==> config.mk <==
export PLATFORM = sky130hd
export DESIGN_NAME = continued_fraction_anchor_points_top_flat
export DESIGN_NICKNAME = d
export VERILOG_FILES = /design/src/cfap_pkg.sv /design/src/cfap_req_if.sv /design/src/cfap_rsp_if.sv /design/src/cfap_div.sv /design/src/cfap_dp.sv /design/src/cfap_ctrl.sv /design/src/continued_fraction_anchor_points_top.sv /design/src/flat_wrapper.sv
export VERILOG_INCLUDE_DIRS = /design/src /design/src/src
export SDC_FILE = /design/constraint.sdc
export NUM_CORES = 2
export LEC_CHECK = 0
export ABC_AREA = 1
export BUFFER_PORTS_ARGS = -buffer_cell sky130_fd_sc_hd__buf_4
export CAP_MARGIN = 5
export CORE_ASPECT_RATIO = 1.5
export CORE_MARGIN = 1.5
export CORE_UTILIZATION = 35
export CTS_BUF_LIST = sky130_fd_sc_hd__clkbuf_16
export DETAILED_ROUTE_END_ITERATION = 8
export PLACE_DENSITY = 0.49
export SLEW_MARGIN = 20
export SYNTH_ARGS = -nofsm -noshare
export SYNTH_HDL_FRONTEND = slang
export SYNTH_HIERARCHICAL = 1
export SYNTH_SLANG_ARGS = --single-unit
==> constraint.sdc <==
create_clock -name clock -period 11 [get_ports clock]
set_clock_uncertainty 0.05 [all_clocks]
set_input_delay 0.55 -clock clock [delete_from_list [all_inputs] [get_ports clock]]
set_output_delay 0.55 -clock clock [all_outputs]
set_load 0.1 [all_outputs]
==> src/assert_macros.svh <==
// Assertion helpers used by cfap_ctrl.
`ifndef ASSERT_MACROS_SVH
`define ASSERT_MACROS_SVH

// Same-cycle implication.
`define ASSERT_IMPLIES(label, clk, rst, a, c) \
   label: assert property (@(posedge clk) disable iff (rst) (a) |-> (c)) \
      else $error("assertion failed: same-cycle implication");

// Next-cycle implication.
`define ASSERT_NEXT(label, clk, rst, a, c) \
   label: assert property (@(posedge clk) disable iff (rst) (a) |=> (c)) \
      else $error("assertion failed: next-cycle implication");

`endif

==> src/cfap_pkg.sv <==
`timescale 1ns / 1ps
package cfap_pkg;

   typedef enum logic [3:0] {
      ST_IDLE,
      ST_CONV_START,
      ST_CONV_WAIT,
      ST_CONV_EMIT,
      ST_EUC_START,
      ST_EUC_WAIT,
      ST_MUL,
      ST_NB_CALC,
      ST_NB_SQ,
      ST_NB_HEX
   } state_type;

   localparam logic [1:0] KIND_CONV   = 2'd0;
   localparam logic [1:0] KIND_SQUARE = 2'd1;
   localparam logic [1:0] KIND_HEX    = 2'd2;

   localparam logic [3:0]  MAX_TERMS_RESET = 4'd8;
   // sqrt(3)/2 in Q0.32
   localparam logic [31:0] HEX_SCALE = 32'hDDB3D743;

   typedef struct packed {
      logic       load;
      logic       div_start;
      logic       div_euclid;
      logic       mul_start;
      logic       mul_step;
      logic       update;
      logic       nb_calc;
      logic       nb_next;
      logic       emit;
      logic [1:0] emit_kind;
      logic       emit_last;
   } cmd_type;

   typedef struct packed {
      logic div_busy;
      logic mul_done;
      logic num_zero;
      logic nb_end;
      logic out_free;
   } status_type;

endpackage

==> src/cfap_req_if.sv <==
`timescale 1ns / 1ps
interface cfap_req_if;
   logic               valid;
   logic               ready;
   logic signed [31:0] point_real;
   logic signed [31:0] point_imag;

   modport source (output valid, output point_real, output point_imag, input ready);
   modport sink (input valid, input point_real, input point_imag, output ready);
endinterface

==> src/cfap_rsp_if.sv <==
`timescale 1ns / 1ps
interface cfap_rsp_if;
   logic               valid;
   logic               ready;
   logic signed [31:0] anchor_real;
   logic signed [31:0] anchor_imag;
   logic [1:0]         anchor_kind;
   logic               last_anchor;

   modport source (output valid, output anchor_real, output anchor_imag,
                   output anchor_kind, output last_anchor, input ready);
   modport sink (input valid, input anchor_real, input anchor_imag,
                 input anchor_kind, input last_anchor, output ready);
endinterface

==> src/cfap_div.sv <==
`timescale 1ns / 1ps
module cfap_div #(
   parameter int NW = 52,
   parameter int DVW = 18,
   localparam int CW = $clog2(NW + 1)
) (
   input  logic           clock,
   input  logic           reset,
   input  logic           start,
   input  logic [CW-1:0]  len,
   input  logic [NW-1:0]  dividend,
   input  logic [DVW-1:0] divisor,
   output logic           busy,
   output logic [NW-1:0]  quotient,
   output logic [DVW-1:0] remainder
);
   logic           busy_ff, busy_in;
   logic [CW-1:0]  cnt_ff, cnt_in;
   logic [NW-1:0]  quo_ff, quo_in;
   logic [DVW-1:0] rem_ff, rem_in;
   logic [DVW-1:0] dvs_ff, dvs_in;
   logic [DVW:0]   trial;
   logic [DVW:0]   diff;

   // one quotient bit per cycle, dividend enters MSB first
   always_comb begin
      trial = {rem_ff, quo_ff[NW-1]};
      diff = trial - {1'b0, dvs_ff};
      busy_in = busy_ff;
      cnt_in = cnt_ff;
      quo_in = quo_ff;
      rem_in = rem_ff;
      dvs_in = dvs_ff;
      if (start) begin
         busy_in = 1'b1;
         cnt_in = len;
         quo_in = dividend;
         rem_in = '0;
         dvs_in = divisor;
      end else if (busy_ff) begin
         if (trial >= {1'b0, dvs_ff}) begin
            rem_in = diff[DVW-1:0];
            quo_in = {quo_ff[NW-2:0], 1'b1};
         end else begin
            rem_in = trial[DVW-1:0];
            quo_in = {quo_ff[NW-2:0], 1'b0};
         end
         cnt_in = cnt_ff - CW'(1);
         if (cnt_ff == CW'(1)) begin
            busy_in = 1'b0;
         end
      end
   end

   always_ff @(posedge clock) begin
      if (reset) begin
         busy_ff <= 1'b0;
         cnt_ff <= '0;
      end else begin
         busy_ff <= busy_in;
         cnt_ff <= cnt_in;
      end
   end

   always_ff @(posedge clock) begin
      quo_ff <= quo_in;
      rem_ff <= rem_in;
      dvs_ff <= dvs_in;
   end

   assign busy = busy_ff;
   assign quotient = quo_ff;
   assign remainder = rem_ff;
endmodule

==> src/cfap_dp.sv <==
`timescale 1ns / 1ps
module cfap_dp #(
   parameter int FRACTION_BITS = 16
) (
   input  logic                 clock,
   input  logic                 reset,
   input  cfap_pkg::cmd_type    cmd,
   output cfap_pkg::status_type status,
   input  logic signed [31:0]   point_real,
   input  logic signed [31:0]   point_imag,
   input  logic                 rsp_ready,
   output logic                 rsp_valid,
   output logic signed [31:0]   anchor_real,
   output logic signed [31:0]   anchor_imag,
   output logic [1:0]           anchor_kind,
   output logic                 last_anchor
);
   import cfap_pkg::*;

   localparam int FB  = FRACTION_BITS;
   localparam int IW  = 32 - FB;
   localparam int PW  = 35;
   localparam int QW  = FB + 1;
   localparam int NW  = PW + FB + 1;
   localparam int DVW = FB + 2;
   localparam int GW  = IW + 3;
   localparam int PRW = GW + 32;
   localparam int CW  = $clog2(NW + 1);
   localparam logic signed [39:0] S_MAX = 40'sd2147483647;
   localparam logic signed [39:0] S_MIN = -40'sd2147483648;

   function automatic logic [31:0] sat_fn(input logic signed [39:0] v);
      logic [31:0] r;
      if (v > S_MAX) r = 32'h7FFFFFFF;
      else if (v < S_MIN) r = 32'h80000000;
      else r = v[31:0];
      return r;
   endfunction

   // round half away from zero to an integer
   function automatic logic signed [GW-1:0] round_fn(input logic signed [31:0] x);
      logic signed [32:0] ext;
      logic [32:0]        mag;
      logic [32:0]        sh;
      ext = {x[31], x};
      mag = x[31] ? 33'(-ext) : 33'(ext);
      sh = (mag + (33'(1) << (FB - 1))) >> FB;
      return x[31] ? -GW'(sh) : GW'(sh);
   endfunction

   logic signed [PW-1:0] p_ff, p_in, pp_ff, pp_in;
   logic [QW-1:0]        q_ff, q_in, pq_ff, pq_in;
   logic [QW-1:0]        num_ff, num_in, den_ff, den_in;
   logic [QW-1:0]        a_sh_ff, a_sh_in;
   logic signed [PW-1:0] p_sh_ff, p_sh_in, acc_p_ff, acc_p_in;
   logic [QW-1:0]        q_sh_ff, q_sh_in, acc_q_ff, acc_q_in;
   logic signed [GW-1:0] re_ff, re_in, im_ff, im_in;
   logic signed [1:0]    i_ff, i_in, j_ff, j_in;
   logic [31:0]          sq_re_ff, sq_re_in, sq_im_ff, sq_im_in, hx_re_ff, hx_re_in;
   logic [PRW-1:0]       hx_prod_ff, hx_prod_in;
   logic                 hx_neg_ff, hx_neg_in;
   logic                 valid_ff, valid_in;
   logic [31:0]          out_re_ff, out_re_in, out_im_ff, out_im_in;
   logic [1:0]           kind_ff, kind_in;
   logic                 last_ff, last_in;

   logic signed [31:0]   a0;
   logic [PW-1:0]        p_mag;
   logic                 div_busy;
   logic [NW-1:0]        div_quo, div_dividend;
   logic [DVW-1:0]       div_rem, div_divisor;
   logic [CW-1:0]        div_len;
   logic [31:0]          conv_re;
   logic signed [GW-1:0] gr, gi;
   logic [GW-1:0]        gi_mag;
   logic signed [39:0]   gr_w, gi_w;
   logic [PRW-1:0]       hv;
   logic [33:0]          hv34;
   logic [31:0]          hx_im;
   logic                 out_free;

   assign p_mag = p_ff[PW-1] ? PW'(-p_ff) : PW'(p_ff);
   assign div_dividend = cmd.div_euclid ? {den_ff, {(NW - QW){1'b0}}}
                                        : {p_mag, {(FB + 1){1'b0}}} + NW'(q_ff);
   assign div_divisor = cmd.div_euclid ? {1'b0, num_ff} : {q_ff, 1'b0};
   assign div_len = cmd.div_euclid ? CW'(QW) : CW'(NW);

   cfap_div #(.NW(NW), .DVW(DVW)) u_div (
      .clock     (clock),
      .reset     (reset),
      .start     (cmd.div_start),
      .len       (div_len),
      .dividend  (div_dividend),
      .divisor   (div_divisor),
      .busy      (div_busy),
      .quotient  (div_quo),
      .remainder (div_rem)
   );

   always_comb begin
      // convergent p/q, saturated
      if (!p_ff[PW-1]) begin
         conv_re = (div_quo > NW'(32'h7FFFFFFF)) ? 32'h7FFFFFFF : div_quo[31:0];
      end else begin
         conv_re = (div_quo > NW'(33'h080000000)) ? 32'h80000000
                                                  : (~div_quo[31:0] + 32'd1);
      end
      a0 = point_real >>> FB;
      gr = re_ff + GW'(i_ff);
      gi = im_ff + GW'(j_ff);
      gi_mag = gi[GW-1] ? GW'(-gi) : GW'(gi);
      gr_w = 40'(gr);
      gi_w = 40'(gi);
      hv = (hx_prod_ff + (PRW'(1) << (IW - 1))) >> IW;
      hv34 = hv[33:0];
      hx_im = hx_neg_ff ? sat_fn(-40'(hv34)) : sat_fn(40'(hv34));
      out_free = !valid_ff || rsp_ready;

      p_in = p_ff;
      pp_in = pp_ff;
      q_in = q_ff;
      pq_in = pq_ff;
      num_in = num_ff;
      den_in = den_ff;
      a_sh_in = a_sh_ff;
      p_sh_in = p_sh_ff;
      q_sh_in = q_sh_ff;
      acc_p_in = acc_p_ff;
      acc_q_in = acc_q_ff;
      re_in = re_ff;
      im_in = im_ff;
      i_in = i_ff;
      j_in = j_ff;
      sq_re_in = sq_re_ff;
      sq_im_in = sq_im_ff;
      hx_re_in = hx_re_ff;
      hx_prod_in = hx_prod_ff;
      hx_neg_in = hx_neg_ff;
      out_re_in = out_re_ff;
      out_im_in = out_im_ff;
      kind_in = kind_ff;
      last_in = last_ff;
      valid_in = valid_ff && !rsp_ready;

      if (cmd.load) begin
         p_in = PW'(a0);
         q_in = QW'(1);
         pp_in = PW'(1);
         pq_in = '0;
         num_in = {1'b0, point_real[FB-1:0]};
         den_in = QW'(1) << FB;
         re_in = round_fn(point_real);
         im_in = round_fn(point_imag);
         i_in = -2'sd1;
         j_in = -2'sd1;
      end
      if (cmd.mul_start) begin
         a_sh_in = div_quo[QW-1:0];
         p_sh_in = p_ff;
         q_sh_in = q_ff;
         acc_p_in = pp_ff;
         acc_q_in = pq_ff;
      end
      if (cmd.mul_step) begin
         if (a_sh_ff[0]) begin
            acc_p_in = acc_p_ff + p_sh_ff;
            acc_q_in = acc_q_ff + q_sh_ff;
         end
         a_sh_in = a_sh_ff >> 1;
         p_sh_in = p_sh_ff <<< 1;
         q_sh_in = q_sh_ff << 1;
      end
      if (cmd.update) begin
         pp_in = p_ff;
         pq_in = q_ff;
         p_in = acc_p_ff;
         q_in = acc_q_ff;
         den_in = num_ff;
         num_in = div_rem[QW-1:0];
      end
      if (cmd.nb_calc) begin
         sq_re_in = sat_fn(gr_w <<< FB);
         sq_im_in = sat_fn(gi_w <<< FB);
         hx_re_in = sat_fn((gr_w <<< FB) + (gi_w <<< (FB - 1)));
         hx_prod_in = PRW'(gi_mag) * PRW'(HEX_SCALE);
         hx_neg_in = gi[GW-1];
      end
      if (cmd.nb_next) begin
         if (j_ff == 2'sd1) begin
            j_in = -2'sd1;
            i_in = i_ff + 2'sd1;
         end else begin
            j_in = j_ff + 2'sd1;
         end
      end
      if (cmd.emit) begin
         valid_in = 1'b1;
         kind_in = cmd.emit_kind;
         last_in = cmd.emit_last;
         case (cmd.emit_kind)
            KIND_SQUARE: begin
               out_re_in = sq_re_ff;
               out_im_in = sq_im_ff;
            end
            KIND_HEX: begin
               out_re_in = hx_re_ff;
               out_im_in = hx_im;
            end
            default: begin
               out_re_in = conv_re;
               out_im_in = '0;
            end
         endcase
      end
   end

   always_ff @(posedge clock) begin
      if (reset) begin
         valid_ff <= 1'b0;
      end else begin
         valid_ff <= valid_in;
      end
   end

   always_ff @(posedge clock) begin
      p_ff <= p_in;
      pp_ff <= pp_in;
      q_ff <= q_in;
      pq_ff <= pq_in;
      num_ff <= num_in;
      den_ff <= den_in;
      a_sh_ff <= a_sh_in;
      p_sh_ff <= p_sh_in;
      q_sh_ff <= q_sh_in;
      acc_p_ff <= acc_p_in;
      acc_q_ff <= acc_q_in;
      re_ff <= re_in;
      im_ff <= im_in;
      i_ff <= i_in;
      j_ff <= j_in;
      sq_re_ff <= sq_re_in;
      sq_im_ff <= sq_im_in;
      hx_re_ff <= hx_re_in;
      hx_prod_ff <= hx_prod_in;
      hx_neg_ff <= hx_neg_in;
      out_re_ff <= out_re_in;
      out_im_ff <= out_im_in;
      kind_ff <= kind_in;
      last_ff <= last_in;
   end

   assign status.div_busy = div_busy;
   assign status.mul_done = (a_sh_ff == '0);
   assign status.num_zero = (num_ff == '0);
   assign status.nb_end = (i_ff == 2'sd1) && (j_ff == 2'sd1);
   assign status.out_free = out_free;

   assign rsp_valid = valid_ff;
   assign anchor_real = out_re_ff;
   assign anchor_imag = out_im_ff;
   assign anchor_kind = kind_ff;
   assign last_anchor = last_ff;
endmodule

==> src/cfap_ctrl.sv <==
`timescale 1ns / 1ps
`include "assert_macros.svh"
module cfap_ctrl #(
   parameter int TERM_LIMIT = 8
) (
   input  logic                 clock,
   input  logic                 reset,
   input  logic                 req_valid,
   output logic                 req_ready,
   input  logic                 csr_we,
   input  logic [3:0]           csr_wdata,
   input  cfap_pkg::status_type status,
   output cfap_pkg::cmd_type    cmd
);
   import cfap_pkg::*;

   localparam int TCW = $clog2(TERM_LIMIT + 1);

   state_type      state_ff, state_in;
   logic [3:0]     max_terms_ff, max_terms_in;
   logic [TCW-1:0] t_ff, t_in;
   logic           more_terms;
   logic           req_accept;

   assign more_terms = (32'(t_ff) < 32'(max_terms_ff)) && (32'(t_ff) < TERM_LIMIT);
   assign req_accept = req_valid && req_ready;
   assign max_terms_in = csr_we ? csr_wdata : max_terms_ff;

   always_comb begin
      state_in = state_ff;
      cmd = '0;
      req_ready = 1'b0;
      t_in = t_ff;
      unique case (state_ff)
         ST_IDLE: begin
            req_ready = 1'b1;
            if (req_valid) begin
               cmd.load = 1'b1;
               t_in = '0;
               state_in = ST_CONV_START;
            end
         end
         ST_CONV_START: begin
            cmd.div_start = 1'b1;
            state_in = ST_CONV_WAIT;
         end
         ST_CONV_WAIT: begin
            if (!status.div_busy) state_in = ST_CONV_EMIT;
         end
         ST_CONV_EMIT: begin
            if (status.out_free) begin
               cmd.emit = 1'b1;
               cmd.emit_kind = KIND_CONV;
               state_in = (more_terms && !status.num_zero) ? ST_EUC_START : ST_NB_CALC;
            end
         end
         ST_EUC_START: begin
            cmd.div_start = 1'b1;
            cmd.div_euclid = 1'b1;
            state_in = ST_EUC_WAIT;
         end
         ST_EUC_WAIT: begin
            if (!status.div_busy) begin
               cmd.mul_start = 1'b1;
               state_in = ST_MUL;
            end
         end
         ST_MUL: begin
            // shift-add a*p and a*q, then advance the convergent
            if (status.mul_done) begin
               cmd.update = 1'b1;
               t_in = t_ff + TCW'(1);
               state_in = ST_CONV_START;
            end else begin
               cmd.mul_step = 1'b1;
            end
         end
         ST_NB_CALC: begin
            cmd.nb_calc = 1'b1;
            state_in = ST_NB_SQ;
         end
         ST_NB_SQ: begin
            if (status.out_free) begin
               cmd.emit = 1'b1;
               cmd.emit_kind = KIND_SQUARE;
               state_in = ST_NB_HEX;
            end
         end
         ST_NB_HEX: begin
            if (status.out_free) begin
               cmd.emit = 1'b1;
               cmd.emit_kind = KIND_HEX;
               cmd.emit_last = status.nb_end;
               if (status.nb_end) begin
                  state_in = ST_IDLE;
               end else begin
                  cmd.nb_next = 1'b1;
                  state_in = ST_NB_CALC;
               end
            end
         end
         default: state_in = ST_IDLE;
      endcase
   end

   always_ff @(posedge clock) begin
      if (reset) begin
         state_ff <= ST_IDLE;
         max_terms_ff <= MAX_TERMS_RESET;
         t_ff <= '0;
      end else begin
         state_ff <= state_in;
         max_terms_ff <= max_terms_in;
         t_ff <= t_in;
      end
   end

   `ASSERT_IMPLIES(a_div_start_idle, clock, reset, cmd.div_start, !status.div_busy)
   `ASSERT_IMPLIES(a_emit_slot_free, clock, reset, cmd.emit, status.out_free)
   `ASSERT_NEXT(a_accept_leaves_idle, clock, reset, req_accept, state_ff != ST_IDLE)
endmodule

==> src/continued_fraction_anchor_points_top.sv <==
`timescale 1ns / 1ps
// Continued-fraction anchor points. Each request carries a Q16.16 complex point
// and yields a run of anchors: the convergents of the real part (kind 0), then a
// square (kind 1) and a hex (kind 2) point for each of the nine integer
// neighbours, last_anchor marking the end. One request is worked at a time.
// A shared one-bit-per-cycle divider sets the rate: each convergent takes one
// NW-bit division (NW = FRACTION_BITS+36, 52 by default), each further partial
// quotient adds a Euclid division and a shift-add multiply, and the nine
// neighbours follow. max_terms is written through csr_we/csr_wdata; the user
// must write it only while the block is idle; the block does not enforce this.
module continued_fraction_anchor_points_top #(
   parameter int TERM_LIMIT = 8,
   parameter int FRACTION_BITS = 16
) (
   input  logic              clock,
   input  logic              reset,
   cfap_req_if.sink          req_chan,
   cfap_rsp_if.source        rsp_chan,
   input  logic              csr_we,
   input  logic [3:0]        csr_wdata
);
   import cfap_pkg::*;

   cmd_type    cmd;
   status_type status;

   cfap_ctrl #(.TERM_LIMIT(TERM_LIMIT)) u_ctrl (
      .clock     (clock),
      .reset     (reset),
      .req_valid (req_chan.valid),
      .req_ready (req_chan.ready),
      .csr_we    (csr_we),
      .csr_wdata (csr_wdata),
      .status    (status),
      .cmd       (cmd)
   );

   cfap_dp #(.FRACTION_BITS(FRACTION_BITS)) u_dp (
      .clock       (clock),
      .reset       (reset),
      .cmd         (cmd),
      .status      (status),
      .point_real  (req_chan.point_real),
      .point_imag  (req_chan.point_imag),
      .rsp_ready   (rsp_chan.ready),
      .rsp_valid   (rsp_chan.valid),
      .anchor_real (rsp_chan.anchor_real),
      .anchor_imag (rsp_chan.anchor_imag),
      .anchor_kind (rsp_chan.anchor_kind),
      .last_anchor (rsp_chan.last_anchor)
   );
endmodule

==> src/flat_wrapper.sv <==
// flat-port wrapper written by rule: the top's interface ports become plain ports
module continued_fraction_anchor_points_top_flat import cfap_pkg::*;
#(
   parameter int TERM_LIMIT = 8,
   parameter int FRACTION_BITS = 16
)
  (clock, reset, csr_we, csr_wdata, req_chan_valid, req_chan_point_real, req_chan_point_imag, req_chan_ready, rsp_chan_valid, rsp_chan_anchor_real, rsp_chan_anchor_imag, rsp_chan_anchor_kind, rsp_chan_last_anchor, rsp_chan_ready);
  cfap_req_if req_chan_i ();
  cfap_rsp_if rsp_chan_i ();
  input  logic clock;
  input  logic reset;
  input  logic csr_we;
  input  logic [3:0] csr_wdata;
  input wire logic [$bits(req_chan_i.valid)-1:0] req_chan_valid;
  input wire logic [$bits(req_chan_i.point_real)-1:0] req_chan_point_real;
  input wire logic [$bits(req_chan_i.point_imag)-1:0] req_chan_point_imag;
  output wire logic [$bits(req_chan_i.ready)-1:0] req_chan_ready;
  output wire logic [$bits(rsp_chan_i.valid)-1:0] rsp_chan_valid;
  output wire logic [$bits(rsp_chan_i.anchor_real)-1:0] rsp_chan_anchor_real;
  output wire logic [$bits(rsp_chan_i.anchor_imag)-1:0] rsp_chan_anchor_imag;
  output wire logic [$bits(rsp_chan_i.anchor_kind)-1:0] rsp_chan_anchor_kind;
  output wire logic [$bits(rsp_chan_i.last_anchor)-1:0] rsp_chan_last_anchor;
  input wire logic [$bits(rsp_chan_i.ready)-1:0] rsp_chan_ready;
  assign req_chan_i.valid = req_chan_valid;
  assign req_chan_i.point_real = req_chan_point_real;
  assign req_chan_i.point_imag = req_chan_point_imag;
  assign req_chan_ready = req_chan_i.ready;
  assign rsp_chan_valid = rsp_chan_i.valid;
  assign rsp_chan_anchor_real = rsp_chan_i.anchor_real;
  assign rsp_chan_anchor_imag = rsp_chan_i.anchor_imag;
  assign rsp_chan_anchor_kind = rsp_chan_i.anchor_kind;
  assign rsp_chan_last_anchor = rsp_chan_i.last_anchor;
  assign rsp_chan_i.ready = rsp_chan_ready;
  continued_fraction_anchor_points_top #(.TERM_LIMIT(TERM_LIMIT), .FRACTION_BITS(FRACTION_BITS)) u_core (.clock(clock), .reset(reset), .req_chan(req_chan_i), .rsp_chan(rsp_chan_i), .csr_we(csr_we), .csr_wdata(csr_wdata));
endmodule
==> out/summary.md <==
The tools report the critical path capture point type as a register. The run gives 48300 um^2 as the mapped cell area. Dividing the final minimum period by the clock period gives 89.3%. The synthesized design devotes to its leading area cell type 29.2% of total area. TritonCTS created 66 clock buffers. The global-route usage over all layers is 25.0%. The startpoint identified for the worst register-to-register timing path is u_core/u_dp/j_ff[1]$_SDFFCE_PP1P_.

For the final-layout setup total negative slack, the log shows 0 ns. The initial detailed-routing violation count was 2569. The worst register-to-register path ends at u_core/u_dp/hx_prod_ff[49]$_DFFE_PP_. For this run, the top clock speed supported by timing is 0.102 GHz.

The worst hold path passes through 3 cells. In this run the remaining antenna-violating nets after routing total 0. The routability-driven placement congestion ratio is 1.00. The worst setup path is launched from a register. The run gives 0 as the sum of overflow across all layers after global routing.

The maximum number of pins on one net before global-route repair was 78; the final-report hold violation count was 0. The die is 306 um wide. For this run, the detailed router's first-pass iteration total came to 6.

For the total length of routed met2 wires, the log shows 94.7 mm. Data arrives at the worst endpoint at 10.17 ns. After detailed routing, the number of vias per cell comes to 5.08.

Grouping stages by cell kind, the critical path spends the most delay in adder cells. The largest driver fanout on the critical path was 20; the minimum clock period was 9.82 ns. After detailed routing, the wire length on met1 is 62.8 mm. The deepest level of the CTS H-tree was 3; the number of storage elements in the synthesis netlist was 564. TritonCTS built the clock tree. The run gives 42300 as the number of global-route vias before repair. In the routed design, unresolved DRC markers number 0. Across all layers, the routed design uses 41700 vias. For the number of antenna violations at the first check in global routing, the log shows 4. Ranked by total cell area, the synthesized netlist is headed by sky130_fd_sc_hd__edfxtp_1 (29%), sky130_fd_sc_hd__nand2_1 (13%), sky130_fd_sc_hd__fa_1 (11%), sky130_fd_sc_hd__ha_1 (8.4%), sky130_fd_sc_hd__inv_1 (8.3%).

The tools report the number of max-slew violations in the final report as 0. The most numerous cell type found on the critical path is sky130_fd_sc_hd__inv_1. The delay contributed by the slowest stage of the critical path was 0.87 ns.

The count of flip-flops with a built-in enable after synthesis is 469. The post-route netlist has 5.83% of its cells at a drive strength greater than 1. The run finished with clean final reports. The final cell utilization of the core was 39.2%.

Class of the most critical hold timing path: input pin to register. For the sequential-to-total area share from yosys stat, the log shows 33.1%. The number of buffers and inverters on the critical path is 8. The count of buffers added on input and output ports is 141.

The per-instance average area after synthesis came out at 7.68 um^2. The library cell used most frequently in the layout, excluding fill and tap cells, is sky130_fd_sc_hd__nand2_1. The top cell types in the final layout, fill and taps aside, are sky130_fd_sc_hd__nand2_1 (1729), sky130_fd_sc_hd__inv_1 (1070), sky130_fd_sc_hd__nor2_1 (490). Detailed placement finished with a half-perimeter wire length of 143 mm. Counting the fill cells in the layout gives 14500. The net total in the final layout was 7050; the required time at the worst-slack endpoint was 11.35 ns.

In this run the vertical extent of the chip is 458 um. The first-pass GRT wire length is 261 mm, and the number of hold buffers added after CTS is 0. Counting flops with an async set or reset pin after synthesis yields a share of 0%. Top layer reached by signal wires: met5.

For flop-to-flop paths, the worst setup slack is 1.18 ns. The cell taking the most area after synthesis is sky130_fd_sc_hd__edfxtp_1. Counting every instance in the synthesized netlist gives 6289. The number of max-cap violations came out at 0. Number of distinct standard cells referenced by the synthesized netlist: 63. In the synthesized netlist the dominant register cell turns out to be sky130_fd_sc_hd__edfxtp_1. The tools report the starting density of the core as 35.3%.

The aggregate routed wire length came out at 177 mm. The initialized floorplan defines 166 standard-cell rows. Setup repair after global routing left no endpoint under its margin. Summed over all nets, wire length on met3 after detailed routing comes to 6.44 mm. The logs give 142 for the number of top-level pins and 27700 um^2 for the area taken by multi-input logic gates.

The floorplan step defined a die boundary enclosing 140000 um^2. The slowest stage cell on the critical path is sky130_fd_sc_hd__edfxtp_1. In this run the most critical hold path is launched from csr_wdata[3]. The clock passes through at most 3 buffers. At the pin with the least slew margin, the transition time is 1.11 ns. For the worst slew slack as a fraction of its limit, the log shows 25.3%.

The count of final setup violators was 0; the depth of the worst register-to-register path was 34. The number of gates resized after CTS was 0. The area growth from synthesis to layout is 11.1%. Tracing the worst setup path back leads to its startpoint at u_core/u_dp/j_ff[1]$_SDFFCE_PP1P_. The worst hold path terminates at u_core/u_ctrl/max_terms_ff[3]$_SDFFE_PP1P_. The number of buffers added for setup after CTS is 0. The yosys synthesis warning count was 6. The class of the most critical setup path is register to register. Dividing the detail-routed wire length by the instance count gives 21.5 um. The sequential cells in the finished layout cover a total of 16000 um^2. The area of the core region is 137000 um^2. Clock latency reported for the late side of the worst-skew pair: 0.67 ns. Clock edge transition at the registers on the reported setup and hold paths: 0.06 ns. The number of sinks handled by clock tree synthesis was 564.

Clock tree synthesis selected as its root buffer the cell sky130_fd_sc_hd__clkbuf_16.
cells in the mapped netlist, types with 20 or more instances:
master,count
sky130_fd_sc_hd__a21oi_1,307
sky130_fd_sc_hd__a31oi_1,33
sky130_fd_sc_hd__clkbuf_1,123
sky130_fd_sc_hd__dfxtp_1,95
sky130_fd_sc_hd__edfxtp_1,469
sky130_fd_sc_hd__fa_1,260
sky130_fd_sc_hd__ha_1,323
sky130_fd_sc_hd__inv_1,1065
sky130_fd_sc_hd__nand2_1,1732
sky130_fd_sc_hd__nand3_1,337
sky130_fd_sc_hd__nand3b_1,35
sky130_fd_sc_hd__nand4_1,65
sky130_fd_sc_hd__nor2_1,493
sky130_fd_sc_hd__nor2_2,20
sky130_fd_sc_hd__nor3_1,71
sky130_fd_sc_hd__nor4_1,26
sky130_fd_sc_hd__o21ai_0,389
sky130_fd_sc_hd__o21bai_1,25
sky130_fd_sc_hd__xnor2_1,54
sky130_fd_sc_hd__xor2_1,148
metrics by stage:
step / hold WS (ns) / area, um^2 / std cells / setup WS [ns]
after floorplan: 0.383 / 48300 / 6294 / 2.97
after global placement: 0.405 / 51300 / 8090 / 1.18
after detailed placement: 0.413 / 51300 / 8090 / 1.19
after CTS: 0.0123 / 53600 / 8210 / 1.11
after global routing: 0.0596 / 53600 / 8211 / 0.526
final: 0.0563 / 53600 / 8211 / 1.18
kinds of logic after synthesis:
logic type               count (synthesis)  share of synthesized area, %
AND/OR/NAND/NOR                       2833                          24.4
buffers and inverters                 1230                          9.67
AO/OA/AOI/OAI                          874                          9.98
adder cells (fa/ha/maj)                583                          19.2
flip-flops                             564                          33.1
XOR/XNOR                               202                          3.66
other                                    2                        0.0156
multiplexers                             1                        0.0207
state kept, by name, summed over array words and instances, names as in the netlist, 32 cells and up:
name	count
u_core/u_dp/hx_prod_ff	35
u_core/u_dp/p_ff	35
u_core/u_dp/pp_ff	35
u_core/u_dp/u_div/quotient	52
u_core/u_dp/acc_p_ff	35
u_core/u_dp/anchor_real	32
u_core/u_dp/anchor_imag	32
u_core/u_dp/p_sh_ff	35
metal layers:
| metal | vias to the layer above | track usage [%] |
|---|---|---|
| li1 | 20500 | - |
| met1 | 20000 | 25.5 |
| met2 | 963 | 47.9 |
| met3 | 344 | 2.24 |
| met4 | 2 | 16.4 |
| met5 | - | 0 |
cell type report:
cell class	count	area share [%]
Clock buffer	69	3.22
Timing Repair Buffer	183	2.56
Multi-Input combinational cell	4500	51.7
Sequential cell	564	29.8
Antenna cell	1	0.00467
Tap cell	1764	4.12
Clock inverter	51	1.03
Inverter	1079	7.56
worst max-delay path by stage:
| stage | end | slack, ns | cells after the start |
|---|---|---|---|
| 5_1_grt | u_core/u_dp/hx_prod_ff[42]$_DFFE_PP_ | 0.53 | 32 |
| 2_1_floorplan | u_core/u_dp/hx_prod_ff[46]$_DFFE_PP_ | 2.97 | 31 |
| 4_1_cts | u_core/u_dp/hx_prod_ff[49]$_DFFE_PP_ | 1.11 | 34 |
| 3_5_place_dp | u_core/u_dp/hx_prod_ff[49]$_DFFE_PP_ | 1.19 | 34 |
| 6_report | u_core/u_dp/hx_prod_ff[49]$_DFFE_PP_ | 1.18 | 34 |
| 3_3_place_gp | u_core/u_dp/hx_prod_ff[49]$_DFFE_PP_ | 1.18 | 34 |
worst register-to-register path: cells and delay by family, from the launching register on:
| family | cells | cell delay [ns] |
|---|---|---|
| xor+xnor | 2 | 1.17 |
| compound gates | 4 | 0.97 |
| simple gates | 12 | 1.69 |
| buf+inv | 8 | 0.77 |
| flops | 1 | 0.87 |
| fa+ha+maj | 8 | 4.03 |
Power is left out: the tool's default activity adds up to more than one toggle a clock period on the data nets, which glitch-free logic cannot reach.
